**src/rtl/md5_pkg.sv**
```systemverilog
// ----------------------------------------------------------------------------
// md5_pkg
// Shared types, constants and helpers for the MD5 digest block.
// ----------------------------------------------------------------------------
package md5_pkg;

  // One queued input word
  typedef struct packed {
    logic [7:0] message_byte;
    logic       byte_present;
    logic       end_of_message;
  } md5_item_t;

  // Depth of the queue between front and back
  localparam int unsigned QUEUE_DEPTH = 2;

  // Initial chaining values
  localparam logic [31:0] INIT_A = 32'h67452301;
  localparam logic [31:0] INIT_B = 32'hefcdab89;
  localparam logic [31:0] INIT_C = 32'h98badcfe;
  localparam logic [31:0] INIT_D = 32'h10325476;

  // Padding marker byte and position where the length field starts
  localparam logic [7:0] PAD_MARK   = 8'h80;
  localparam logic [5:0] LEN_START  = 6'd56;
  localparam logic [5:0] LAST_POS   = 6'h3f;
  localparam logic [5:0] LAST_STEP  = 6'h3f;

  // Additive constants of the 64 steps
  localparam logic [31:0] ROUND_K [64] = '{
    32'hd76aa478, 32'he8c7b756, 32'h242070db, 32'hc1bdceee,
    32'hf57c0faf, 32'h4787c62a, 32'ha8304613, 32'hfd469501,
    32'h698098d8, 32'h8b44f7af, 32'hffff5bb1, 32'h895cd7be,
    32'h6b901122, 32'hfd987193, 32'ha679438e, 32'h49b40821,
    32'hf61e2562, 32'hc040b340, 32'h265e5a51, 32'he9b6c7aa,
    32'hd62f105d, 32'h02441453, 32'hd8a1e681, 32'he7d3fbc8,
    32'h21e1cde6, 32'hc33707d6, 32'hf4d50d87, 32'h455a14ed,
    32'ha9e3e905, 32'hfcefa3f8, 32'h676f02d9, 32'h8d2a4c8a,
    32'hfffa3942, 32'h8771f681, 32'h6d9d6122, 32'hfde5380c,
    32'ha4beea44, 32'h4bdecfa9, 32'hf6bb4b60, 32'hbebfbc70,
    32'h289b7ec6, 32'heaa127fa, 32'hd4ef3085, 32'h04881d05,
    32'hd9d4d039, 32'he6db99e5, 32'h1fa27cf8, 32'hc4ac5665,
    32'hf4292244, 32'h432aff97, 32'hab9423a7, 32'hfc93a039,
    32'h655b59c3, 32'h8f0ccc92, 32'hffeff47d, 32'h85845dd1,
    32'h6fa87e4f, 32'hfe2ce6e0, 32'ha3014314, 32'h4e0811a1,
    32'hf7537e82, 32'hbd3af235, 32'h2ad7d2bb, 32'heb86d391
  };

  // Rotate amount for a given round and step-within-four
  function automatic logic [4:0] rot_amount(input logic [1:0] rnd, input logic [1:0] sub);
    logic [4:0] s;
    s = 5'd7;
    case (rnd)
      2'd0: case (sub)
              2'd0: s = 5'd7;
              2'd1: s = 5'd12;
              2'd2: s = 5'd17;
              default: s = 5'd22;
            endcase
      2'd1: case (sub)
              2'd0: s = 5'd5;
              2'd1: s = 5'd9;
              2'd2: s = 5'd14;
              default: s = 5'd20;
            endcase
      2'd2: case (sub)
              2'd0: s = 5'd4;
              2'd1: s = 5'd11;
              2'd2: s = 5'd16;
              default: s = 5'd23;
            endcase
      default: case (sub)
              2'd0: s = 5'd6;
              2'd1: s = 5'd10;
              2'd2: s = 5'd15;
              default: s = 5'd21;
            endcase
    endcase
    return s;
  endfunction

  // Reverse byte order of a word (digest bytes leave low byte first)
  function automatic logic [31:0] byte_swap(input logic [31:0] w);
    return {w[7:0], w[15:8], w[23:16], w[31:24]};
  endfunction

endpackage

```
**src/rtl/md5_front.sv**
```systemverilog
// ----------------------------------------------------------------------------
// md5_front
// Input side: accepts words, drops items with no byte and no end mark,
// and queues the rest for the compression engine.
// ----------------------------------------------------------------------------
module md5_front (
  input  logic                clk,
  input  logic                rst_n,
  input  logic                in_tvalid,
  output logic                in_tready,
  input  logic [7:0]          in_tdata,   // [7:0] message_byte
  input  logic [0:0]          in_tuser,   // [0] byte_present
  input  logic                in_tlast,   // end_of_message
  output logic                q_valid,
  output md5_pkg::md5_item_t  q_item,
  input  logic                q_ready
);

  localparam int unsigned PTR_W = (md5_pkg::QUEUE_DEPTH > 1) ?
                                  $clog2(md5_pkg::QUEUE_DEPTH) : 1;
  localparam int unsigned CNT_W = $clog2(md5_pkg::QUEUE_DEPTH + 1);

  md5_pkg::md5_item_t queue_r [md5_pkg::QUEUE_DEPTH];
  logic [PTR_W-1:0]   wr_ptr_r;
  logic [PTR_W-1:0]   rd_ptr_r;
  logic [CNT_W-1:0]   count_r;
  logic               push;
  logic               pop;
  logic               useful;

  // Classify: an item with neither byte nor end changes nothing
  assign useful    = in_tuser[0] | in_tlast;
  assign in_tready = (count_r != CNT_W'(md5_pkg::QUEUE_DEPTH));
  assign push      = in_tvalid & in_tready & useful;
  assign pop       = q_valid & q_ready;
  assign q_valid   = (count_r != '0);
  assign q_item    = queue_r[rd_ptr_r];

  // Advance pointers and occupancy
  always_ff @(posedge clk) begin
    if (!rst_n) begin
      wr_ptr_r <= '0;
      rd_ptr_r <= '0;
      count_r  <= '0;
    end else begin
      if (push) begin
        wr_ptr_r <= (wr_ptr_r == PTR_W'(md5_pkg::QUEUE_DEPTH - 1)) ? '0 : wr_ptr_r + 1'b1;
      end
      if (pop) begin
        rd_ptr_r <= (rd_ptr_r == PTR_W'(md5_pkg::QUEUE_DEPTH - 1)) ? '0 : rd_ptr_r + 1'b1;
      end
      if (push && !pop) begin
        count_r <= count_r + 1'b1;
      end else if (pop && !push) begin
        count_r <= count_r - 1'b1;
      end
    end
  end

  // Store queued words
  always_ff @(posedge clk) begin
    if (push) begin
      queue_r[wr_ptr_r] <= '{message_byte:   in_tdata,
                             byte_present:   in_tuser[0],
                             end_of_message: in_tlast};
    end
  end

endmodule

```
**src/rtl/md5_core.sv**
```systemverilog
// ----------------------------------------------------------------------------
// md5_core
// Back end: packs bytes into the block, pads the final block, runs the
// 64-step compression one step per cycle and emits the digest halves.
// ----------------------------------------------------------------------------
module md5_core (
  input  logic                clk,
  input  logic                rst_n,
  input  logic                q_valid,
  input  md5_pkg::md5_item_t  q_item,
  output logic                q_ready,
  output logic                out_tvalid,
  input  logic                out_tready,
  output logic [63:0]         out_tdata,  // [63:0] digest_half
  output logic [0:0]          out_tuser,  // [0] half_index
  output logic                out_tlast   // last_half
);

  typedef enum logic [2:0] {
    S_LOAD, S_PAD, S_COMP, S_ADD, S_OUT0, S_OUT1
  } state_t;

  state_t      state_r;
  state_t      ret_r;
  logic [31:0] chain_r [4];
  logic [31:0] block_r [16];
  logic [31:0] a_r, b_r, c_r, d_r;
  logic [63:0] bit_count_r;
  logic [5:0]  fill_r;
  logic [5:0]  step_r;
  logic        pad_first_r;
  logic        len_mode_r;
  logic        out_valid_r;
  logic [63:0] out_data_r;
  logic        out_half_r;

  logic        take;
  logic        put_en;
  logic [7:0]  put_byte;
  logic [5:0]  fill_nxt;
  logic        out_free;
  logic        out_set;
  logic [1:0]  rnd;
  logic [3:0]  k;
  logic [3:0]  widx;
  logic [31:0] f_val;
  logic [31:0] sum;
  logic [63:0] rot_wide;
  logic [31:0] b_nxt;

  assign q_ready    = (state_r == S_LOAD);
  assign take       = q_valid & q_ready;
  assign out_free   = ~out_valid_r | out_tready;
  assign out_set    = out_free & ((state_r == S_OUT0) | (state_r == S_OUT1));
  assign out_tvalid = out_valid_r;
  assign out_tdata  = out_data_r;
  assign out_tuser  = out_half_r;
  assign out_tlast  = out_half_r;

  // Select the byte that goes into the block this cycle
  always_comb begin
    put_en   = 1'b0;
    put_byte = 8'h00;
    if (state_r == S_LOAD) begin
      put_en   = take & q_item.byte_present;
      put_byte = q_item.message_byte;
    end else if (state_r == S_PAD) begin
      put_en = 1'b1;
      if (pad_first_r) begin
        put_byte = md5_pkg::PAD_MARK;
      end else if (len_mode_r) begin
        put_byte = bit_count_r[{fill_r[2:0], 3'b000} +: 8];
      end
    end
  end

  assign fill_nxt = fill_r + 1'b1;

  // Step function and message word index
  assign rnd = step_r[5:4];
  assign k   = step_r[3:0];

  always_comb begin
    case (rnd)
      2'd0: begin
        f_val = (b_r & c_r) | (~b_r & d_r);
        widx  = k;
      end
      2'd1: begin
        f_val = (b_r & d_r) | (c_r & ~d_r);
        widx  = 4'(k * 4'd5 + 4'd1);
      end
      2'd2: begin
        f_val = b_r ^ c_r ^ d_r;
        widx  = 4'(k * 4'd3 + 4'd5);
      end
      default: begin
        f_val = c_r ^ (b_r | ~d_r);
        widx  = 4'(k * 4'd7);
      end
    endcase
  end

  assign sum      = a_r + f_val + md5_pkg::ROUND_K[step_r] + block_r[widx];
  assign rot_wide = {sum, sum} << md5_pkg::rot_amount(rnd, step_r[1:0]);
  assign b_nxt    = b_r + rot_wide[63:32];

  // Write message bytes into their lanes
  always_ff @(posedge clk) begin
    if (put_en) begin
      block_r[fill_r[5:2]][{fill_r[1:0], 3'b000} +: 8] <= put_byte;
    end
  end

  // Sequencer, chaining state and output register
  always_ff @(posedge clk) begin
    if (!rst_n) begin
      state_r     <= S_LOAD;
      ret_r       <= S_LOAD;
      chain_r[0]  <= md5_pkg::INIT_A;
      chain_r[1]  <= md5_pkg::INIT_B;
      chain_r[2]  <= md5_pkg::INIT_C;
      chain_r[3]  <= md5_pkg::INIT_D;
      bit_count_r <= '0;
      fill_r      <= '0;
      step_r      <= '0;
      pad_first_r <= 1'b0;
      len_mode_r  <= 1'b0;
      out_valid_r <= 1'b0;
    end else begin
      // Raise valid on a new digest half, drop it once taken
      if (out_set) begin
        out_valid_r <= 1'b1;
      end else if (out_tready) begin
        out_valid_r <= 1'b0;
      end
      if (put_en) begin
        fill_r <= fill_nxt;
      end
      unique case (state_r)
        S_LOAD: begin
          if (take) begin
            if (q_item.byte_present) begin
              bit_count_r <= bit_count_r + 64'd8;
            end
            pad_first_r <= 1'b1;
            if (q_item.byte_present && fill_r == md5_pkg::LAST_POS) begin
              state_r <= S_COMP;
              ret_r   <= q_item.end_of_message ? S_PAD : S_LOAD;
            end else if (q_item.end_of_message) begin
              state_r <= S_PAD;
            end
          end
        end
        S_PAD: begin
          pad_first_r <= 1'b0;
          // Length field begins once padding reaches byte 56
          if (!len_mode_r && fill_nxt == md5_pkg::LEN_START) begin
            len_mode_r <= 1'b1;
          end
          if (fill_r == md5_pkg::LAST_POS) begin
            state_r <= S_COMP;
            ret_r   <= len_mode_r ? S_OUT0 : S_PAD;
          end
        end
        S_COMP: begin
          a_r    <= d_r;
          d_r    <= c_r;
          c_r    <= b_r;
          b_r    <= b_nxt;
          step_r <= step_r + 1'b1;
          if (step_r == md5_pkg::LAST_STEP) begin
            state_r <= S_ADD;
          end
        end
        S_ADD: begin
          chain_r[0] <= chain_r[0] + a_r;
          chain_r[1] <= chain_r[1] + b_r;
          chain_r[2] <= chain_r[2] + c_r;
          chain_r[3] <= chain_r[3] + d_r;
          state_r    <= ret_r;
        end
        S_OUT0: begin
          if (out_free) begin
            out_data_r  <= {md5_pkg::byte_swap(chain_r[0]), md5_pkg::byte_swap(chain_r[1])};
            out_half_r  <= 1'b0;
            state_r     <= S_OUT1;
          end
        end
        S_OUT1: begin
          if (out_free) begin
            out_data_r  <= {md5_pkg::byte_swap(chain_r[2]), md5_pkg::byte_swap(chain_r[3])};
            out_half_r  <= 1'b1;
            // Drop back to the initial values for the next message
            chain_r[0]  <= md5_pkg::INIT_A;
            chain_r[1]  <= md5_pkg::INIT_B;
            chain_r[2]  <= md5_pkg::INIT_C;
            chain_r[3]  <= md5_pkg::INIT_D;
            bit_count_r <= '0;
            fill_r      <= '0;
            len_mode_r  <= 1'b0;
            state_r     <= S_LOAD;
          end
        end
        default: state_r <= S_LOAD;
      endcase
      // Load working words from the chaining state when a compression starts
      if (state_r != S_COMP && state_r != S_ADD) begin
        a_r    <= chain_r[0];
        b_r    <= chain_r[1];
        c_r    <= chain_r[2];
        d_r    <= chain_r[3];
        step_r <= '0;
      end
    end
  end

endmodule

```
**src/rtl/md5_message_digest.sv**
```systemverilog
// ----------------------------------------------------------------------------
// md5_message_digest
// MD5 digest of a byte stream, one byte per input word, digest as two
// 64-bit halves.
// ----------------------------------------------------------------------------
// Throughput: one byte per cycle while the engine loads; then, for each full
//   64-byte block, 64 compression steps on one shared step unit and one add.
// End of message: one padding byte per cycle (9 to 72) plus one or two more
//   compressions, then the two digest halves in order, each held until taken.
// Input words are registered in the two-entry input queue before the engine.
// Reset: synchronous, active low; chaining words to the initial values, bit
//   count and fill position to zero; no clearing pass.
// ----------------------------------------------------------------------------
module md5_message_digest (
  input  logic        clk,
  input  logic        rst_n,
  input  logic        in_tvalid,
  output logic        in_tready,
  input  logic [7:0]  in_tdata,   // [7:0] message_byte
  input  logic [0:0]  in_tuser,   // [0] byte_present
  input  logic        in_tlast,   // end_of_message
  output logic        out_tvalid,
  input  logic        out_tready,
  output logic [63:0] out_tdata,  // [63:0] digest_half
  output logic [0:0]  out_tuser,  // [0] half_index
  output logic        out_tlast   // last_half
);

  logic               q_valid;
  logic               q_ready;
  md5_pkg::md5_item_t q_item;

  // Accept and queue words
  md5_front u_front (
    .clk       (clk),
    .rst_n     (rst_n),
    .in_tvalid (in_tvalid),
    .in_tready (in_tready),
    .in_tdata  (in_tdata),
    .in_tuser  (in_tuser),
    .in_tlast  (in_tlast),
    .q_valid   (q_valid),
    .q_item    (q_item),
    .q_ready   (q_ready)
  );

  // Pack, pad, compress and emit the digest
  md5_core u_core (
    .clk        (clk),
    .rst_n      (rst_n),
    .q_valid    (q_valid),
    .q_item     (q_item),
    .q_ready    (q_ready),
    .out_tvalid (out_tvalid),
    .out_tready (out_tready),
    .out_tdata  (out_tdata),
    .out_tuser  (out_tuser),
    .out_tlast  (out_tlast)
  );

endmodule

```
**config.mk**
```make
export PLATFORM = sky130hd
export DESIGN_NAME = md5_message_digest
export DESIGN_NICKNAME = d
export VERILOG_FILES = /design/src/rtl/md5_pkg.sv /design/src/rtl/md5_front.sv /design/src/rtl/md5_core.sv /design/src/rtl/md5_message_digest.sv
export SDC_FILE = /design/constraint.sdc
export NUM_CORES = 2
export LEC_CHECK = 0
export BUFFER_PORTS_ARGS = -buffer_cell sky130_fd_sc_hd__buf_2
export CAP_MARGIN = 20
export CORE_MARGIN = 5
export CORE_UTILIZATION = 50
export CTS_BUF_LIST = sky130_fd_sc_hd__clkbuf_8
export CTS_CLUSTER_SIZE = 14
export DETAILED_ROUTE_END_ITERATION = 10
export PLACE_DENSITY = 0.63
export SYNTH_ARGS = -nofsm -noshare
export SYNTH_HDL_FRONTEND = slang
export SYNTH_SLANG_ARGS = --single-unit
```
**constraint.sdc**
```tcl
create_clock -name clk -period 23.7 [get_ports clk]
set_input_delay 1.185 -clock clk [delete_from_list [all_inputs] [get_ports clk]]
set_output_delay 1.185 -clock clk [all_outputs]
set_load 0.02 [all_outputs]
```
Word level (Yosys, flattened, before mapping)
Memories as Yosys holds them, arrays and structs flattened. A register that Yosys moved wholly into a read port is not among the register bits.
Cells that the tools add are included.
{"block": "totals", "ramBits": 660, "out_inout_bits": 68, "rom_bits": 2048, "inputBits": 14, "elab_cells": 211, "ff_bits": 282, "mem_count": 4}
{"memory": "(name not given)", "depth": 64, "width": 32, "read_ports": 1, "rd_ports_with_merged_regs": 0, "wr": 0, "line_no": "md5_core.sv:104", "source": "assign sum = a_r + f_val + md5_pkg::ROUND_K[step_r] + block_r[widx];"}
{"memory": "u_core.block_r", "depth": 16, "width": 32, "read_ports": 1, "rd_ports_with_merged_regs": 0, "wr": 1, "line_no": "md5_core.sv:26", "source": "logic [31:0] block_r [16];"}
{"memory": "u_core.chain_r", "depth": 4, "width": 32, "read_ports": 4, "rd_ports_with_merged_regs": 0, "wr": 4, "line_no": "md5_core.sv:25", "source": "logic [31:0] chain_r [4];"}
{"memory": "u_front.queue_r", "depth": 2, "width": 10, "read_ports": 1, "rd_ports_with_merged_regs": 1, "wr": 1, "line_no": "md5_front.sv:23", "source": "md5_pkg::md5_item_t queue_r [md5_pkg::QUEUE_DEPTH];"}
{"block": "classes", "mul": 3, "n_addsub": 18, "muxes": 82, "eq_ne": 24, "order_cmp": 1, "n_reduce_logical": 27, "bitwise_logic": 31, "shifts": 4}
{"operator": "$mux 32", "count": 19}
{"operator": "$mux 64", "count": 5}
{"operator": "$add 32x32->32", "count": 8}
{"operator": "$pmux 64 s2", "count": 2}
{"operator": "$and 32x32->32", "count": 4}
{"operator": "$or 32x32->32", "count": 3}
{"operator": "$pmux 32 s3", "count": 1}
{"operator": "$xor 32x32->32", "count": 3}
{"operator": "$pmux 5 s3", "count": 5}
{"operator": "$add 64x4->64 const B", "count": 1}
{"operator": "$not 32->32", "count": 2}
{"operator": "$shiftx 64x7->8", "count": 1}
{"operator": "$shl 64x5->64", "count": 1}
{"operator": "$mux 3", "count": 11}
{"operator": "$mux 8", "count": 4}
{"operator": "$shift 8x7->32 const A", "count": 1}
{"operator": "$shiftx 8x7->32", "count": 1}
{"operator": "$mux 1", "count": 24}
{"operator": "$eq 6x6->1 const B", "count": 3}
{"operator": "$mux 6", "count": 3}
{"operator": "$pmux 3 s6", "count": 1}
{"operator": "$reduce_bool 2->1", "count": 8}
{"operator": "$add 6x1->6 const B", "count": 2}
{"operator": "$pmux 4 s3", "count": 1}
{"operator": "other kinds (33)", "count": 76}

Longest topological paths before layout
{"block": "depth", "depth_word": 11, "mapped_depth": 46, "mapped_depth_nobuf": 43}

Cells and area by module
Synthesis repeated with hierarchy kept, for this count alone.
{"block": "unflattened", "cells_unflattened": 5271, "area_unflattened_um2": 55161.7}
{"mod": "md5_core", "cells_each": 5214, "seq_area_each_um2": 25994.9, "area_each_um2": 54205.7, "n_inst": 1}
{"mod": "md5_front", "cells_each": 57, "seq_area_each_um2": 700.7, "area_each_um2": 955.9, "n_inst": 1}

Worst setup path after synthesis
No wires, ideal clock.
{"block": "synth_timing", "path_type": "reg-to-reg", "start": "register u_core.step_r[2]", "end": "register u_core.b_r[30], data pin", "path_buffers": 6, "period_less_slack_ps": 10514, "slack_ps": 13186, "t_required_ps": 23435, "t_arrival_ps": 10249, "path_stages_with_launch": 46, "setup_time_ps": 265, "cell_sequence": "dfxtp_1 -> clkbuf_1 -> inv_1 -> clkbuf_1 -> clkbuf_1 -> fa_1 -> inv_1 -> ha_1 -> mux4_2 -> clkbuf_1 -> clkbuf_1 -> clkbuf_1 -> a211oi_1 -> a21oi_1 -> fa_1 -> inv_1 -> fa_1 -> inv_1 -> [10 not listed] -> o21ai_0 -> a21oi_1 -> mux2i_1 -> o21ai_1 -> ha_1 -> fa_1 -> a21o_1 -> a21o_1 -> nand2_1 -> a31oi_1 -> a211o_1 -> a21oi_1 -> o31a_1 -> o31ai_1 -> or4_1 -> a31oi_1 -> xor2_1 -> o21ai_1"}
{"block": "synth_between", "elab_chain_cells": 10, "elab_cells_between_ends": 17, "cone_classes": "5 x add/sub; 3 x mul; 1 x shift; 5 x mux; 1 x bitwise; 2 x memory"}
{"element": "from (decl)", "line_no": "md5_core.sv:30", "source": "logic [5:0] step_r;"}
{"element": "from (signal assigned)", "line_no": "md5_core.sv:171", "source": "step_r <= step_r + 1'b1;"}
{"element": "parallel branches: the longest is 5 deep, another holds $mem_v2 16x32"}
{"element": "$add 32x32->32 *", "line_no": "md5_core.sv:104"}
{"element": "$shl 64x5->64 *", "line_no": "md5_core.sv:105", "source": "assign rot_wide = {sum, sum} << md5_pkg::rot_amount(rnd, step_r[1:0]);"}
{"element": "$add 32x32->32 *", "line_no": "md5_core.sv:106", "source": "assign b_nxt = b_r + rot_wide[63:32];"}
{"element": "$mux 32 *", "line_no": "md5_core.sv:140", "source": "unique case (state_r)"}
{"element": "$mux 32 *", "line_no": "md5_core.sv:208", "source": "if (state_r != S_COMP && state_r != S_ADD) begin"}
{"element": "to (signal assigned)", "line_no": "md5_core.sv:170", "source": "b_r <= b_nxt;"}
{"element": "to (signal assigned)", "line_no": "md5_core.sv:210", "source": "b_r <= chain_r[1];"}
{"element": "to (decl)", "line_no": "md5_core.sv:27", "source": "logic [31:0] a_r, b_r, c_r, d_r;"}
Every way passes the cells marked *. The select of a mux whose other input is x is not followed.
A chain may end at the register's enable or synchronous reset.

Worst setup path in the final report
Same ends and word-level chain as after synthesis.

==> key figures <==
Run status
  • Status: complete, no violations

Timing
  • Setup-failing EPs final: 0
  • Fin Hold WS: 0.484 ns
  • Worst-Margin Slew: 1.14 ns
  • Fmax: 83.1 MHz
  • Period utilisation layout: 50.8%
  • RSZ-0062 raised after global routing: false
  • Clock skew: 0.0701 ns
  • Fin. Hold Viols: 0
  • Slew headroom: 23.9%
  • Period minus WS final: 12.04 ns
  • Fin Setup TNS: 0 ns
  • Max-slew violations: 0

Power and ir drop
  • Peak supply drop: 0.163 mV
  • Switching share of power: 43.5%
  • Net Sw Power: 3.18 mW
  • PD cells: 120 nW/um^2
  • Comb pwr share: 53.4%
  • Power Total: 7.30 mW
  • Sequential power share: 27.5%
  • Clock group share of total power: 19.1%
  • P_leak: 23.7 nW
  • Power Internal: 4.13 mW

Logic synthesis
  • Simple-gate share of the synthesized area: 14.4%
  • Post-synthesis cell type count: 102
  • Synthesized area per cell: 10.0 sq um
  • Synth Instances: 5609
  • Largest family of logic cells by synthesized area: compound AO/OA/AOI/OAI gates
  • Post-synthesis compound-gate area fraction: 17.0%
  • Post-synth top area share: 42.2%
  • Asr flop ratio synth: 0%
  • Number of synthesized flops with an enable pin: 789
  • Synth Register Bits: 939
  • Post-Synth Adder-Cell Area: 8.00%
  • Synth top cells by count: edfxtp_1, nand2_1, nor2_1, a21oi_1, a211oi_1
  • Net count after synthesis: 5916
  • Synth area leaders: edfxtp_1, dfxtp_1, nand2_1
  • Yosys top cell by area: edfxtp_1
  • Mux contribution to synthesized area: 5.12%
  • Synth Area in XOR/XNOR: 3.99%
  • Dominant synthesized flop cell: edfxtp_1
  • Sequential-to-total area share from yosys stat: 47.5%
  • Ys Warns: 0
  • Top-count cell post-synth: edfxtp_1
  • Post-Syn Area: 56200 sq um

CTS
  • Clock Tree Buf Depth: 3
  • H-tree depth: 4
  • Clk slew on worst S/H paths: 0.06 ns
  • TritonCTS Buffers: 159
  • Hold bufs inserted after CTS: 0
  • Clock Tree Root: clkbuf_8
  • Worst skew pair latency: 0.87 ns
  • CTS resizes: 0
  • CTS sink cnt: 939
  • CTS tree: built
  • Post-CTS Setup Bufs: 0

Layout
  • Layout Nets: 5904
  • Layout cells sized above 1: 8.21%
  • Final Non-Filler Cells: 7227
  • Layout area overhead: 8.47%

Place
  • Port Buffer Count: 81
  • Hpwl dp: 118 mm
  • GPL Wtd Cong: 0.991
  • # placed instances: 6927

Critical path
  • Critical path's slowest cell: dfxtp_4
  • Critical path data arrival time: 12.60 ns
  • Setup crit end kind: flip-flop
  • Worst path max stage delay: 0.85 ns
  • Worst path required time: 24.26 ns
  • CP startpoint kind: flip-flop
  • CP max FO: 71
  • Setup CP Type: flip-flop to flip-flop

Job
  • Number of max-cap violations: 0

Global routing
  • M2 GR Usage: 43.3%
  • All-Layer GR Usage: 27.1%
  • Most used routing layer: met2
  • Largest net degree at the start of global routing: 196
  • Number of global-route vias before repair: 40800
  • Met3 Usage GRT: 4.66%
  • First-pass GRT wire length: 252 mm
  • Met1 Usage GRT: 38.2%
  • GRT Residual Overflow: 0
  • Initial antenna violation count: 3

Detailed routing
  • Vias per cell: 6.03
  • Routed Antenna Nets: 0
  • DR vias: 43600
  • Drt first pass iters: 8
  • Total routed wirelength: 168 mm
  • Wirelength per Cell: 23.2 um
  • DR iter-0 viols: 4541
  • DRC violations left: 0

Floorplanning
  • Core ar.: 112000 sq um
  • I/O pin count: 82
  • Initial Util: 50.1%
  • Die Span Y: 345 um
  • Cell Rows: 123
  • Die footprint: 119000 sq um
  • Die width: 345 um

Min path
  • HP Class: flip-flop to flip-flop
[power by group through the flow]
| stage | combinational (mW) | sequential [mW] | clock (mW) |
|---|---|---|---|
| 2_1_floorplan | 2.84 | 2.00 | 0 |
| 3_3_place_gp | 3.77 | 2.04 | 0 |
| 6_report | 3.90 | 2.01 | 1.39 |
| 4_1_cts | 3.82 | 2.01 | 1.42 |
| 3_5_place_dp | 3.79 | 2.04 | 0 |
| 5_1_grt | 4.27 | 2.01 | 1.50 |
[final timing paths]
check / startpoint / to / slack, ns / cells after the start
setup / recovery: u_core.step_r[2]$_SDFFE_PP0P_ / u_core.b_r[30]$_DFFE_PP_ / 11.66 / 42
hold / removal: u_core.pad_first_r$_SDFFE_PN0P_ / u_core.pad_first_r$_SDFFE_PN0P_ / 0.48 / 2
setup reg to reg: u_core.step_r[2]$_SDFFE_PP0P_ / u_core.b_r[30]$_DFFE_PP_ / 11.66 / 42
hold reg to reg: u_core.pad_first_r$_SDFFE_PN0P_ / u_core.pad_first_r$_SDFFE_PN0P_ / 0.48 / 2
[cell type report]
cell class | instances | area (sq um)
Multi-Input combinational cell | 4086 | 27400
Sequential cell | 939 | 26700
Timing Repair Buffer | 152 | 982
Clock inverter | 114 | 621
Clock buffer | 174 | 2390
Inverter | 259 | 972
Antenna cell | 3 | 7.51
Tap cell | 1500 | 1880
Fill cell | 10100 | 51100
[sequential cells by signal (all words and copies together), names as in the netlist, 32 cells and up, named ones only]
| signal | count |
|---|---|
| u_core.d_r | 32 |
| u_core.b_r | 32 |
| u_core.a_r | 32 |
| u_core.chain_r | 128 |
| u_core.out_tdata | 64 |
| u_core.c_r | 32 |
| u_core.bit_count_r | 61 |
| u_core.block_r | 512 |
[stage by stage]
stage          utilization (%)  setup WS [ns]  cell area [sq um]
3_5_place_dp              51.6          11.80              57800
2_1_floorplan                -          13.19              56200
5_1_grt                   54.4          11.00              60900
6_report                  54.4          11.66              60900
4_1_cts                   54.3          11.77              60900
3_3_place_gp              51.6          11.89              57800
[critical path, delay by kind of cell (launching register included)]
kind                     cells  cell delay [ns]
XOR/XNOR                     1             0.16
AND/OR/NAND/NOR              4             0.89
AO/OA/AOI/OAI               21             4.29
buffers and inverters        6             1.28
adder cells (fa/ha/maj)      8             3.28
multiplexers                 2             0.99
flip-flops                   1             0.85
[routing by layer]
layer | wire [um] | share of wire [%] | vias to the layer above
li1 | - | - | 20500
met1 | 73300 | 44 | 21200
met2 | 77500 | 46 | 1656
met3 | 12200 | 7.3 | 274
met4 | 5020 | 3.0 | 0
met5 | 0 | 0 | -
[cells by family (layout without fill, tap and decap cells)]
kind of cell,after synthesis,count (layout)
compound gates,1457,1457
xor+xnor,253,253
fa+ha+maj,324,324
buf+inv,584,699
flops,939,939
mux,260,260
other cells,0,3
simple gates,1792,1792
[cells in the final DEF (no fill, tap or decap), types with 175 or more instances in the layout]
cell,instances
mux2i_1,230
a211oi_1,262
edfxtp_1,789
nor2_1,430
inv_1,318
nand2_1,759
clkbuf_8,175
ha_1,224
a21oi_1,410
o21ai_0,259
Note: power is estimated with default switching activity, not from simulation.
